<file path="config.mk">
export PLATFORM = sky130hd
export DESIGN_NAME = catmull_rom_ribbon_tessellator
export DESIGN_NICKNAME = d
export VERILOG_FILES = /design/src/rtl/crrt_pkg.sv /design/src/rtl/catmull_rom_ribbon_tessellator.sv /design/src/rtl/crrt_eval.sv
export SDC_FILE = /design/constraint.sdc
export NUM_CORES = 2
export LEC_CHECK = 0
export BUFFER_PORTS_ARGS = -buffer_cell sky130_fd_sc_hd__buf_2
export CAP_MARGIN = 10
export CORE_MARGIN = 2
export CORE_UTILIZATION = 40
export CTS_CLUSTER_DIAMETER = 150
export DETAILED_ROUTE_END_ITERATION = 8
export PLACE_DENSITY = 0.67
export SLEW_MARGIN = 20
export SYNTH_ARGS = -nofsm -noshare
export SYNTH_HDL_FRONTEND = slang
export SYNTH_SLANG_ARGS = --single-unit
</file>
<file path="constraint.sdc">
create_clock -name aclk -period 39.4 [get_ports aclk]
set_clock_uncertainty 0.1 [all_clocks]
set_input_delay 7.88 -clock aclk [delete_from_list [all_inputs] [get_ports aclk]]
set_output_delay 7.88 -clock aclk [all_outputs]
set_load 0.02 [all_outputs]
</file>
<file path="src/rtl/crrt_pkg.sv">
//------------------------------------------------------------------------------
// crrt_pkg
// Shared types, sizes and the spline basis function of the ribbon tessellator.
//------------------------------------------------------------------------------
`default_nettype none

package crrt_pkg;

    localparam int COORD_W        = 32;
    localparam int VNUM_W         = 13;
    localparam int COUNT_W        = 9;
    localparam int COUNT_CAP      = 511;
    localparam int SAMPLES_DEF    = 10;
    localparam int MAX_POINTS_DEF = 256;

    typedef logic signed [COORD_W-1:0] coord_t;

    // Top level sequencer.
    typedef enum logic [2:0] {
        ST_IDLE,
        ST_PLAN,
        ST_START,
        ST_WAIT,
        ST_PUSH,
        ST_UPDATE
    } crrt_seq_t;

    // Coordinate evaluator.
    typedef enum logic [2:0] {
        EV_IDLE,
        EV_MAC,
        EV_DIVA,
        EV_DIVB,
        EV_DONE
    } crrt_ev_t;

    // Uniform Catmull-Rom basis weight of control point k at t = j/s, scaled by 2*s^3.
    function automatic int cr_weight(int k, int j, int s);
        int j2;
        int j3;
        int w;
        j2 = j * j;
        j3 = j2 * j;
        case (k)
            0:       w = -j3 + 2 * j2 * s - j * s * s;
            1:       w = 3 * j3 - 5 * j2 * s + 2 * s * s * s;
            2:       w = -3 * j3 + 4 * j2 * s + j * s * s;
            default: w = j3 - j2 * s;
        endcase
        return w;
    endfunction

endpackage

`default_nettype wire

</file>
<file path="src/rtl/catmull_rom_ribbon_tessellator.sv">
//------------------------------------------------------------------------------
// catmull_rom_ribbon_tessellator
// Control pairs (lower and upper rail points) come in one beat each; every pair
// from the third on releases one uniform Catmull-Rom segment, and the final pair
// of a trail releases the closing segment as well, with the end points
// duplicated. Each segment gives SAMPLES_PER_SEGMENT samples, each a lower and
// then an upper vertex beat carrying a running vertex number; run_end marks the
// last vertex beat caused by a pair. One pair is worked at a time. All
// coordinates go through one evaluator built around a single 33x33 multiplier,
// which works each coordinate in four multiply-accumulate steps and then the
// digit steps of the divide, between a start and a finish; any stall on the
// result side holds the work of a pair. The next pair is taken while the last
// vertex beat still waits in the output register.
//------------------------------------------------------------------------------
`default_nettype none

module catmull_rom_ribbon_tessellator #(
    parameter int SAMPLES_PER_SEGMENT = crrt_pkg::SAMPLES_DEF,
    parameter int MAX_POINTS          = crrt_pkg::MAX_POINTS_DEF
) (
    input  wire logic                         aclk,
    input  wire logic                         aresetn,
    input  wire logic                         s_valid,
    output logic                              s_ready,
    input  wire logic signed [31:0]           s_under_x,
    input  wire logic signed [31:0]           s_under_y,
    input  wire logic signed [31:0]           s_under_z,
    input  wire logic signed [31:0]           s_upper_x,
    input  wire logic signed [31:0]           s_upper_y,
    input  wire logic signed [31:0]           s_upper_z,
    input  wire logic                         s_final_point,
    output logic                              m_valid,
    input  wire logic                         m_ready,
    output logic signed [31:0]                m_pos_x,
    output logic signed [31:0]                m_pos_y,
    output logic signed [31:0]                m_pos_z,
    output logic                              m_rail_sel,
    output logic [crrt_pkg::VNUM_W-1:0]       m_vertex_number,
    output logic                              m_run_end
);

    localparam int JW = $clog2(SAMPLES_PER_SEGMENT);
    localparam int VW = crrt_pkg::VNUM_W;
    localparam int NW = crrt_pkg::COUNT_W;
    localparam logic [VW-1:0] VLIMIT = VW'((MAX_POINTS - 1) * 2 * SAMPLES_PER_SEGMENT);
    localparam logic [JW-1:0] J_LAST = JW'(SAMPLES_PER_SEGMENT - 1);

    crrt_pkg::crrt_seq_t state_reg, state_next;

    logic [NW-1:0]    seen_reg;
    logic [VW-1:0]    vcount_reg;
    logic             last_reg;
    logic             seg_b_reg;
    logic             seg_b_en_reg;
    logic [JW-1:0]    j_reg;
    logic             rail_reg;
    logic [1:0]       axis_reg;
    logic             m_valid_reg;

    // Window entry 0 is the newest stored point; [rail][axis] below it.
    crrt_pkg::coord_t win_reg   [3][2][3];
    crrt_pkg::coord_t cur_reg   [2][3];
    crrt_pkg::coord_t coord_reg [3];

    crrt_pkg::coord_t ev_pts [4];
    crrt_pkg::coord_t ev_result;
    crrt_pkg::coord_t w0, w1, w2, cp;
    logic             ev_start;
    logic             ev_done;

    logic has_a;
    logic has_b;
    logic no_work;
    logic out_free;
    logic out_load;
    logic final_pos;
    logic vtx_end;

    assign has_a    = (seen_reg >= NW'(2));
    assign has_b    = last_reg && (seen_reg != '0);
    assign no_work  = !(has_a || has_b) || (vcount_reg >= VLIMIT);
    assign out_free = !m_valid_reg || m_ready;
    assign final_pos = (j_reg == J_LAST) && rail_reg && (seg_b_reg || !seg_b_en_reg);
    assign vtx_end  = final_pos || ((vcount_reg + VW'(1)) == VLIMIT);

    // Point set of the current segment; short trails fold onto their end points.
    always_comb begin
        w0 = win_reg[0][rail_reg][axis_reg];
        w1 = win_reg[1][rail_reg][axis_reg];
        w2 = win_reg[2][rail_reg][axis_reg];
        cp = cur_reg[rail_reg][axis_reg];
        if (seg_b_reg) begin
            ev_pts[0] = (seen_reg == NW'(1)) ? w0 : w1;
            ev_pts[1] = w0;
            ev_pts[2] = cp;
        end else begin
            ev_pts[0] = (seen_reg == NW'(2)) ? w1 : w2;
            ev_pts[1] = w1;
            ev_pts[2] = w0;
        end
        ev_pts[3] = cp;
    end

    crrt_eval #(
        .SAMPLES (SAMPLES_PER_SEGMENT)
    ) u_eval (
        .aclk      (aclk),
        .aresetn   (aresetn),
        .ev_start  (ev_start),
        .ev_j      (j_reg),
        .ev_pts    (ev_pts),
        .ev_done   (ev_done),
        .ev_result (ev_result)
    );

    always_comb begin
        state_next = state_reg;
        unique case (state_reg)
            crrt_pkg::ST_IDLE:   if (s_valid) state_next = crrt_pkg::ST_PLAN;
            crrt_pkg::ST_PLAN:   state_next = no_work ? crrt_pkg::ST_UPDATE : crrt_pkg::ST_START;
            crrt_pkg::ST_START:  state_next = crrt_pkg::ST_WAIT;
            crrt_pkg::ST_WAIT: begin
                if (ev_done) begin
                    state_next = (axis_reg == 2'd2) ? crrt_pkg::ST_PUSH : crrt_pkg::ST_START;
                end
            end
            crrt_pkg::ST_PUSH: begin
                if (out_free) begin
                    state_next = vtx_end ? crrt_pkg::ST_UPDATE : crrt_pkg::ST_START;
                end
            end
            crrt_pkg::ST_UPDATE: state_next = crrt_pkg::ST_IDLE;
            default:             state_next = crrt_pkg::ST_IDLE;
        endcase
    end

    always_comb begin
        s_ready  = (state_reg == crrt_pkg::ST_IDLE);
        ev_start = (state_reg == crrt_pkg::ST_START);
        out_load = (state_reg == crrt_pkg::ST_PUSH) && out_free;
    end

    always_ff @(posedge aclk) begin
        if (!aresetn) begin
            state_reg    <= crrt_pkg::ST_IDLE;
            seen_reg     <= '0;
            vcount_reg   <= '0;
            last_reg     <= 1'b0;
            seg_b_reg    <= 1'b0;
            seg_b_en_reg <= 1'b0;
            j_reg        <= '0;
            rail_reg     <= 1'b0;
            axis_reg     <= '0;
            m_valid_reg  <= 1'b0;
        end else begin
            state_reg <= state_next;
            if (s_valid && s_ready) begin
                last_reg <= s_final_point;
            end
            if (state_reg == crrt_pkg::ST_PLAN) begin
                seg_b_reg    <= !has_a;
                seg_b_en_reg <= has_b;
                j_reg        <= '0;
                rail_reg     <= 1'b0;
                axis_reg     <= '0;
            end
            if ((state_reg == crrt_pkg::ST_WAIT) && ev_done && (axis_reg != 2'd2)) begin
                axis_reg <= axis_reg + 2'd1;
            end
            if (out_load) begin
                m_valid_reg <= 1'b1;
                vcount_reg  <= vcount_reg + VW'(1);
                axis_reg    <= '0;
                rail_reg    <= !rail_reg;
                if (rail_reg) begin
                    if (j_reg == J_LAST) begin
                        j_reg     <= '0;
                        seg_b_reg <= 1'b1;
                    end else begin
                        j_reg <= j_reg + JW'(1);
                    end
                end
            end else if (m_ready) begin
                m_valid_reg <= 1'b0;
            end
            if (state_reg == crrt_pkg::ST_UPDATE) begin
                if (last_reg) begin
                    seen_reg   <= '0;
                    vcount_reg <= '0;
                end else if (seen_reg != NW'(crrt_pkg::COUNT_CAP)) begin
                    seen_reg <= seen_reg + NW'(1);
                end
            end
        end
    end

    always_ff @(posedge aclk) begin
        if (s_valid && s_ready) begin
            cur_reg[0][0] <= s_under_x;
            cur_reg[0][1] <= s_under_y;
            cur_reg[0][2] <= s_under_z;
            cur_reg[1][0] <= s_upper_x;
            cur_reg[1][1] <= s_upper_y;
            cur_reg[1][2] <= s_upper_z;
        end
        if ((state_reg == crrt_pkg::ST_WAIT) && ev_done) begin
            coord_reg[axis_reg] <= ev_result;
        end
        if (out_load) begin
            m_pos_x         <= coord_reg[0];
            m_pos_y         <= coord_reg[1];
            m_pos_z         <= coord_reg[2];
            m_rail_sel      <= rail_reg;
            m_vertex_number <= vcount_reg;
            m_run_end       <= vtx_end;
        end
        // A window that is not yet full is never read, so a trail end needs no clear.
        if ((state_reg == crrt_pkg::ST_UPDATE) && !last_reg) begin
            win_reg[2] <= win_reg[1];
            win_reg[1] <= win_reg[0];
            win_reg[0] <= cur_reg;
        end
    end

    assign m_valid = m_valid_reg;

    a_vnum_limit: assert property (@(posedge aclk) disable iff (!aresetn)
        m_valid |-> (m_vertex_number < VLIMIT))
        else $error("vertex beat numbered at or beyond the vertex limit");

    a_vcount_bound: assert property (@(posedge aclk) disable iff (!aresetn)
        vcount_reg <= VLIMIT)
        else $error("vertex counter ran past the vertex limit");

    a_lower_not_end: assert property (@(posedge aclk) disable iff (!aresetn)
        (m_valid && !m_rail_sel) |-> !m_run_end)
        else $error("run end flagged on a lower rail vertex");

endmodule

`default_nettype wire

</file>
<file path="src/rtl/crrt_eval.sv">
//------------------------------------------------------------------------------
// crrt_eval
// Evaluates one spline coordinate with a single shared 33x33 multiplier: four
// multiply-accumulate steps, then an exact divide by 2*S^3 in 16-bit digits by
// reciprocal multiplication, rounding to nearest and saturating to 32 bits.
//------------------------------------------------------------------------------
`default_nettype none

module crrt_eval #(
    parameter int SAMPLES = crrt_pkg::SAMPLES_DEF,
    localparam int JW = $clog2(SAMPLES)
) (
    input  wire logic            aclk,
    input  wire logic            aresetn,
    input  wire logic            ev_start,
    input  wire logic [JW-1:0]   ev_j,
    input  wire crrt_pkg::coord_t ev_pts [4],
    output logic                 ev_done,
    output crrt_pkg::coord_t     ev_result
);

    localparam int D   = 2 * SAMPLES * SAMPLES * SAMPLES;
    localparam int L   = $clog2(D);
    localparam int WW  = L + 2;               // signed weight width
    localparam int XW  = L + 16;              // partial dividend: remainder and one digit
    localparam int MW  = XW + 1;              // reciprocal width
    localparam int P   = XW + L;              // reciprocal scale
    localparam int PW  = P + 16;
    localparam int NCH = (L + 35 + 15) / 16;  // digits in the accumulator
    localparam int AW  = NCH * 16;
    localparam int CW  = ($clog2(NCH) > 2) ? $clog2(NCH) : 2;

    localparam logic [63:0]   MREC     = ((64'd1 << P) + 64'(D) - 64'd1) / 64'(D);
    localparam logic [L:0]    DV       = (L + 1)'(D);
    localparam logic [AW-1:0] ACC_INIT = AW'(D / 2) + (AW'(D) << 32);
    localparam logic [AW-1:0] Q_LO     = AW'(64'd1 << 31);
    localparam logic [AW-1:0] Q_HI     = AW'(64'd3 << 31);

    crrt_pkg::crrt_ev_t state_reg, state_next;
    logic [CW-1:0]      cnt_reg;
    logic [AW-1:0]      acc_reg;
    logic [L-1:0]       rem_reg;
    logic [PW-1:0]      prod_reg;
    logic [AW-1:0]      quo_reg;

    logic signed [WW-1:0] wtab [4][SAMPLES];
    logic signed [WW-1:0] w_sel;
    logic [15:0]          chunk;
    logic [XW-1:0]        x_val;
    logic [XW-1:0]        rem_calc;
    logic [15:0]          digit;
    logic signed [32:0]   mul_a;
    logic signed [32:0]   mul_b;
    logic signed [65:0]   mul_p;
    logic                 mac_last;
    logic                 div_last;

    for (genvar gk = 0; gk < 4; gk++) begin : g_k
        for (genvar gj = 0; gj < SAMPLES; gj++) begin : g_j
            assign wtab[gk][gj] = WW'(crrt_pkg::cr_weight(gk, gj, SAMPLES));
        end
    end

    assign w_sel    = wtab[cnt_reg[1:0]][ev_j];
    assign chunk    = acc_reg[AW-1 -: 16];
    assign x_val    = {rem_reg, chunk};
    assign digit    = prod_reg[PW-1 -: 16];
    assign rem_calc = x_val - mul_p[XW-1:0];
    assign mac_last = (cnt_reg == CW'(3));
    assign div_last = (cnt_reg == CW'(NCH - 1));

    // The shared multiplier: weight times point, digit estimate, digit times divisor.
    always_comb begin
        mul_a = '0;
        mul_b = '0;
        case (state_reg)
            crrt_pkg::EV_MAC: begin
                mul_a = 33'(w_sel);
                mul_b = 33'(ev_pts[cnt_reg[1:0]]);
            end
            crrt_pkg::EV_DIVA: begin
                mul_a = 33'(x_val);
                mul_b = 33'(MREC[MW-1:0]);
            end
            crrt_pkg::EV_DIVB: begin
                mul_a = 33'(digit);
                mul_b = 33'(DV);
            end
            default: ;
        endcase
    end

    assign mul_p = mul_a * mul_b;

    always_comb begin
        state_next = state_reg;
        unique case (state_reg)
            crrt_pkg::EV_IDLE: if (ev_start) state_next = crrt_pkg::EV_MAC;
            crrt_pkg::EV_MAC:  if (mac_last) state_next = crrt_pkg::EV_DIVA;
            crrt_pkg::EV_DIVA: state_next = crrt_pkg::EV_DIVB;
            crrt_pkg::EV_DIVB: state_next = div_last ? crrt_pkg::EV_DONE : crrt_pkg::EV_DIVA;
            crrt_pkg::EV_DONE: state_next = crrt_pkg::EV_IDLE;
            default:           state_next = crrt_pkg::EV_IDLE;
        endcase
    end

    // The accumulator starts with half the divisor for rounding plus 2^32
    // divisors, so the dividend is never negative; the bias comes back out of
    // the low 32 quotient bits for free.
    always_comb begin
        ev_done = (state_reg == crrt_pkg::EV_DONE);
        if (quo_reg < Q_LO) begin
            ev_result = 32'sh8000_0000;
        end else if (quo_reg >= Q_HI) begin
            ev_result = 32'sh7fff_ffff;
        end else begin
            ev_result = quo_reg[31:0];
        end
    end

    always_ff @(posedge aclk) begin
        if (!aresetn) begin
            state_reg <= crrt_pkg::EV_IDLE;
            cnt_reg   <= '0;
        end else begin
            state_reg <= state_next;
            case (state_reg)
                crrt_pkg::EV_IDLE: cnt_reg <= '0;
                crrt_pkg::EV_MAC:  cnt_reg <= mac_last ? '0 : cnt_reg + CW'(1);
                crrt_pkg::EV_DIVB: cnt_reg <= cnt_reg + CW'(1);
                default: ;
            endcase
        end
    end

    always_ff @(posedge aclk) begin
        case (state_reg)
            crrt_pkg::EV_IDLE: begin
                acc_reg <= ACC_INIT;
                rem_reg <= '0;
            end
            crrt_pkg::EV_MAC:  acc_reg <= acc_reg + mul_p[AW-1:0];
            crrt_pkg::EV_DIVA: prod_reg <= mul_p[PW-1:0];
            crrt_pkg::EV_DIVB: begin
                rem_reg <= rem_calc[L-1:0];
                quo_reg <= {quo_reg[AW-17:0], digit};
                acc_reg <= acc_reg << 16;
            end
            default: ;
        endcase
    end

    a_done_single: assert property (@(posedge aclk) disable iff (!aresetn)
        ev_done |=> !ev_done)
        else $error("evaluator done held for more than one cycle");

    a_rem_range: assert property (@(posedge aclk) disable iff (!aresetn)
        (state_reg == crrt_pkg::EV_DIVB) |=> ({1'b0, rem_reg} < DV))
        else $error("digit estimate left a remainder not below the divisor");

    a_start_idle: assert property (@(posedge aclk) disable iff (!aresetn)
        ev_start |-> (state_reg == crrt_pkg::EV_IDLE))
        else $error("evaluator started while busy");

endmodule

`default_nettype wire
</file>
== After elaboration in Yosys (flattened, before gate mapping) ==
Memory sizes are Yosys's and may differ from the RTL's. A register that Yosys moved wholly into a read port is not among the register bits.
Index checks and enable logic that the tools add are counted.

* $add $sub $neg: 7
* Multiply operators: 1
* Order comparisons: 8
* Equal/unequal tests: 23
* Multiplexer cells: 78
* Bitwise operators: 5
* Reductions and logical operators: 32

{| class="wikitable"
|+ Operators by type and width
! operator !! count
|-
| $mux W96 || 13
|-
| $mux W32 || 14
|-
| $bmux W32 S2 || 5
|-
| $bmux W130 S2 || 1
|-
| $mux W130 || 2
|-
| $pmux W33 S3 || 2
|-
| $pmux W48 S3 || 1
|-
| $mux W13 || 5
|-
| $mul A33 B33 Y54 || 1
|-
| $bmux W13 S4 || 1
|-
| $add A48 B48 Y48 || 1
|-
| $ge A48 B33 Y1 const B || 1
|-
| $lt A48 B32 Y1 const B || 1
|-
| $mux W3 || 9
|-
| $pmux W11 S2 || 1
|-
| $mux W9 || 2
|-
| $mux W4 || 4
|-
| $pmux W3 S5 || 1
|-
| $add A13 B1 Y13 const B || 1
|-
| $eq A13 B13 Y1 const B || 1
|-
| $ge A13 B13 Y1 const B || 1
|-
| $eq A3 B2 Y1 const B || 4
|-
| $mux W1 || 12
|-
| $pmux W3 S4 || 1
|-
| other kinds (33) || 69
|}

* Flip-flop bits (word level): 409
* Bits in writable memories: 672
* Logic and storage cells: 181
* Memories: 2

{| class="wikitable"
|+ Memories
! name !! depth !! bits a word !! rd ports !! clocked after memory_dff !! write ports !! RTL line !! source
|-
| win_reg || 3 || 192 || 3 || 0 || 3 || catmull_rom_ribbon_tessellator.sv:61 || <nowiki>crrt_pkg::coord_t win_reg [3][2][3];</nowiki>
|-
| coord_reg || 3 || 32 || 3 || 3 || 1 || catmull_rom_ribbon_tessellator.sv:63 || <nowiki>crrt_pkg::coord_t coord_reg [3];</nowiki>
|}

== Logic depth before layout (Yosys ltp) ==
* Depth in word-level cells: 16
* Mapped depth: 55
* Gate-level depth less buffers: 49

== Modules after synthesis ==
A second synthesis with hierarchy kept.

* Cell total of the unflattened synthesis: 6449
* Area, all modules: 78819.3 sq um

{| class="wikitable"
|+ Modules (own cells, without submodules)
! module !! instances !! cells an instance !! area an instance (sq um) !! sequential area each (sq um)
|-
| crrt_eval || 1 || 4428 || 40127.2 || 3793.6
|-
| catmull_rom_ribbon_tessellator || 1 || 2021 || 38692.1 || 29998.8
|}

== Worst setup path after synthesis ==
No wires, ideal clock.

* Path type: reg2reg
* Start: register state_reg[0]
* End: memory win_reg[0][0] in the netlist's numbering, enable pin
* Data arrival time: 24.606 ns
* Required time: 37.767 ns
* Slack: 13.161 ns
* Cell stages (with the launch flop): 4
* Clock period less this slack: 26.239 ns
* Cells stage by stage: dfxtp_1 clkbuf_1 nand3b_1 nor2_1

{| class="wikitable"
|+ RTL lines
! item !! RTL line !! source
|-
| start, declared || catmull_rom_ribbon_tessellator.sv:48 || <nowiki>crrt_pkg::crrt_seq_t state_reg, state_next;</nowiki>
|-
| start signal, assigned || catmull_rom_ribbon_tessellator.sv:145 || <nowiki>state_reg <= crrt_pkg::ST_IDLE;</nowiki>
|-
| start signal, assigned || catmull_rom_ribbon_tessellator.sv:156 || <nowiki>state_reg <= state_next;</nowiki>
|-
| end, declared || catmull_rom_ribbon_tessellator.sv:61 ||
|}

== Worst setup path after layout ==
* Start: register rail_reg
* End: register u_eval.acc_reg[47] (data pin)

* Cells in the longest elaborated chain, start to end: 16
* Elaborated cells on any way between the ends: 35
* Those cells by class: add/sub: 1; mul: 1; mux: 32; bitwise: 1

{| class="wikitable"
|+ RTL lines
! item !! RTL line !! source
|-
| start, declared || catmull_rom_ribbon_tessellator.sv:56 || <nowiki>logic rail_reg;</nowiki>
|-
| start signal, assigned || catmull_rom_ribbon_tessellator.sv:174 || <nowiki>rail_reg <= !rail_reg;</nowiki>
|-
| $not A1 Y2 (implied by the code) * || -- ||
|-
| $mux W96, on equally long branches (3 in series) || catmull_rom_ribbon_tessellator.sv:90, catmull_rom_ribbon_tessellator.sv:88, catmull_rom_ribbon_tessellator.sv:89 ||
|-
| $bmux W32 S2, on equally long branches || catmull_rom_ribbon_tessellator.sv:90, catmull_rom_ribbon_tessellator.sv:88, catmull_rom_ribbon_tessellator.sv:89 ||
|-
| $mux W32, on equally long branches (2 in series) || catmull_rom_ribbon_tessellator.sv:90, catmull_rom_ribbon_tessellator.sv:88, catmull_rom_ribbon_tessellator.sv:89 ||
|-
| $mux W32, on equally long branches || catmull_rom_ribbon_tessellator.sv:97, catmull_rom_ribbon_tessellator.sv:93 ||
|-
| $mux W96 || catmull_rom_ribbon_tessellator.sv:92 || <nowiki>if (seg_b_reg) begin</nowiki>
|-
| $bmux W32 S2 * || crrt_eval.sv:79 || <nowiki>mul_b = 33'(ev_pts[cnt_reg[1:0]]);</nowiki>
|-
| $mux W32 (implied by the code) * (2 in series) || crrt_eval.sv:79 ||
|-
| $pmux W33 S3 * || crrt_eval.sv:76 || <nowiki>case (state_reg)</nowiki>
|-
| $mul A33 B33 Y54 * || crrt_eval.sv:93 || <nowiki>assign mul_p = mul_a * mul_b;</nowiki>
|-
| via u_eval.mul_p[38] || crrt_eval.sv:54 || <nowiki>logic signed [65:0] mul_p;</nowiki>
|-
| $add A48 B48 Y48 * || crrt_eval.sv:142 || <nowiki>crrt_pkg::EV_MAC: acc_reg <= acc_reg + mul_p[AW-1:0];</nowiki>
|-
| $pmux W48 S3 * || crrt_eval.sv:137 || <nowiki>case (state_reg)</nowiki>
|-
| end signal, assigned || crrt_eval.sv:142 ||
|-
| end signal, assigned || crrt_eval.sv:147 || <nowiki>acc_reg <= acc_reg << 16;</nowiki>
|-
| end, declared || crrt_eval.sv:41 || <nowiki>logic [AW-1:0] acc_reg;</nowiki>
|}

The timed path passes the listed nets; every way through them passes the cells marked *. The select of a mux whose other input is x is not followed.
A chain may end at the register's enable or synchronous reset.

==> flow_summary.ini <==
[status]
status = completed

[synthesis]
synth-seq-cells = 1139
synth.avg_cell_area_um2 = 12.3
synth.distinct_cells = 99
async_flop_share = 0
ys_warn_count = 0
syn_area_um2 = 78400
synth_edf_count = 1098
synth_nets = 7748
seq_area_frac_synth = 0.431
syn_inst = 6379
synth-main-ff-cell = edfxtp_1

[floorplan]
die_w_um = 447
rows = 162
start_util = 0.402
dieArea_um2 = 200000
core_um2 = 195000
pin_count = 310
die_y_um = 447

[clocking]
htree_levels = 3
root_buffer = clkbuf_16
cts_setup_buffers = 0
cts_sinks = 1139
cts_buffers = 106
cts_resized = 0
cts_tree = yes
clock_path_buffers = 3
clk_pin_slew_ns = 0.06
cts_hold_buf = 0
clock_latency_ns = 0.75

[placement]
dpl_cell_area_um2 = 82700
place_ws_ns = 24.83
dp_hpwl_um = 154000
gp_congestion = 0.940
portBuffers = 309

[final_layout]
nets = 7968
seq_area_um2 = 33800
finalCoreUtilization = 0.442
drive_gt1_frac = 0.125
multi_input_area_um2 = 39200
nFillCells = 17624
synthToLayoutAreaGrowth_pct = 9.90
largest_reg_flops = 576
fin_area_um2 = 86100

[drt]
drcViolationCount = 0
ant_nets = 0
drtIter0Drc = 5382
wirelength_um = 209000
vias = 49914
wl_per_cell_um = 22.4
dr.pass1.iters = 6
viasPerCell = 5.36

[setup_path]
required_ns = 39.79
critPathArrivalTime_ns = 15.01
r2r-end = u_eval.acc_reg[47]
path_max_fanout = 101
cp_num_cells = 43
crit_path_end_kind = register
worst-r2r-setup-slack_ns = 24.78
max_stage_delay_ns = 0.86
worst_path_most_repeated_cell = fa_1
slowest_stage = nand2_1
worstSetupStartpointType = register
crit_buf_inv = 7
critPathTopFamily = adder cells
r2r_start = rail_reg
path_class = register to register
r2r_cells = 43

[hold_path]
hp-class = register to register
hold_depth = 0
min_to = m_pos_z[28]
holdCritStartpoint = coord_reg[2][28]

[power_and_ir_drop]
p_leak_uw = 0.0326
peakVddDrop_uv = 37.6
power.density_nw_per_um2 = 33.1

[sta]
post-route-period-util = 0.371
setup_tns_ns = 0
fin_crit_ns = 14.62
hold-worst-slack_ns = 0.318
setup_violations = 0
hold_viol_final = 0
worst_slew_pin_slew_ns = 1.26
max_freq_ghz = 0.0684
slew_viol_final = 0
rsz0062_at_grt = false
fin_ws_ns = 24.78
slew_headroom = 0.156

[grt]
gr-total-overflow = 0
grt_pass1_vias = 51961
grtUsageTotal = 0.210
grt_max_degree = 102
grt_pass1_wl_um = 318000
antenna_found_initial = 6

[run]
maxCapViolCount = 0
[cell families after synthesis]
kind of cell	share of synthesized area
muxes	0.0551
DFF	0.431
and+or+nand+nor	0.0824
AOI/OAI and AO/OA	0.0713
buffers and inverters	0.0707
adders and majority gates	0.274
xor gates and xnor gates	0.0155
[worst max path at each step]
stage                             from                  to  slack (ns)
after CTS                     rail_reg  u_eval.acc_reg[47]       24.80
after global routing          rail_reg  u_eval.acc_reg[47]       23.84
after floorplan           state_reg[0]       win_reg[0][0]       13.16
after global placement        rail_reg  u_eval.acc_reg[47]       24.93
final                         rail_reg  u_eval.acc_reg[47]       24.78
after detailed placement      rail_reg  u_eval.acc_reg[47]       24.83
[report_power, final]
group / total, uW / switching, uW / internal (uW) / leakage (uW)
Combinational: 362 / 239 / 123 / 0.0211
Clock: 1020 / 457 / 559 / 0.00166
Sequential: 1470 / 46.1 / 1420 / 0.00985
Total: 2850 / 742 / 2110 / 0.0326
[through the flow]
step / std cells / total power [uW]
after global placement: 9113 / 1850
after floorplan: 6379 / 1760
after global routing: 9312 / 2950
after detailed placement: 9113 / 1850
final: 9313 / 2850
after CTS: 9309 / 2870
[cells in the mapped netlist, drive strengths merged, types with 15 or more instances]
master,instances,share of area
nand4,15,0.0012
buf,134,0.012
inv,1046,0.050
o31ai,23,0.0025
nand2,499,0.024
o22ai,22,0.0018
nor3,30,0.0019
mux2,34,0.0049
ha,265,0.042
dfxtp,41,0.010
edfxtp,1098,0.42
or3,31,0.0025
and2,73,0.0058
mux2i,118,0.015
o221ai,18,0.0020
or2,47,0.0038
o211ai,51,0.0049
a21oi,208,0.014
a211oi,15,0.0015
xnor2,89,0.0099
o21bai,15,0.0014
nor2,568,0.027
nor2b,31,0.0025
fa,907,0.23
and3,19,0.0015
o21ai,169,0.011
xor2,47,0.0053
o21a,25,0.0024
clkbuf,179,0.0086
a21o,113,0.011
nand3,60,0.0038
nand2b,73,0.0058
mux4,122,0.035
a21boi,28,0.0027
a221o,34,0.0043
[layout by cell type, fill, tap and decap left out, types with 25 or more instances in the layout]
cell type	synthesis	routed
a21o_1	113	113
a221o_1	34	34
ha_1	265	265
nand2_1	496	495
xnor2_1	89	89
nand3_1	60	60
nor2b_1	31	28
nand2b_1	73	72
a21oi_1	204	195
o211ai_1	51	51
o21ai_0	143	140
mux2i_1	118	118
nor3_1	30	29
or3_1	31	31
clkinv_1	2	26
o21a_1	25	25
buf_2	62	309
and2_1	72	71
xor2_1	47	47
buf_4	12	113
o21ai_1	23	26
edfxtp_1	1098	1098
mux4_2	120	120
clkbuf_16	0	108
dfxtp_1	41	35
inv_1	1045	1043
fa_1	907	907
or2_2	43	43
mux2_2	34	34
a21boi_0	27	27
nor2_1	564	560
[area by class of cell]
class	count	share of cell area
sequential	1139	0.392
clock buffer	130	0.0323
inverter	1048	0.0457
timing repair buffer	425	0.0287
multi-input combinational	3879	0.455
tap	2624	0.0381
antenna	2	0.0000581
clock inverter	66	0.00744
[metal layers]
layer	track usage	vias up	wire [um]
li1	-	21725	-
met5	0	-	52
met1	0.291	25257	86300
met2	0.322	2482	92600
met3	0.0447	442	20100
met4	0.0840	8	9680
No activity file was read; power rests on OpenSTA's default activity.
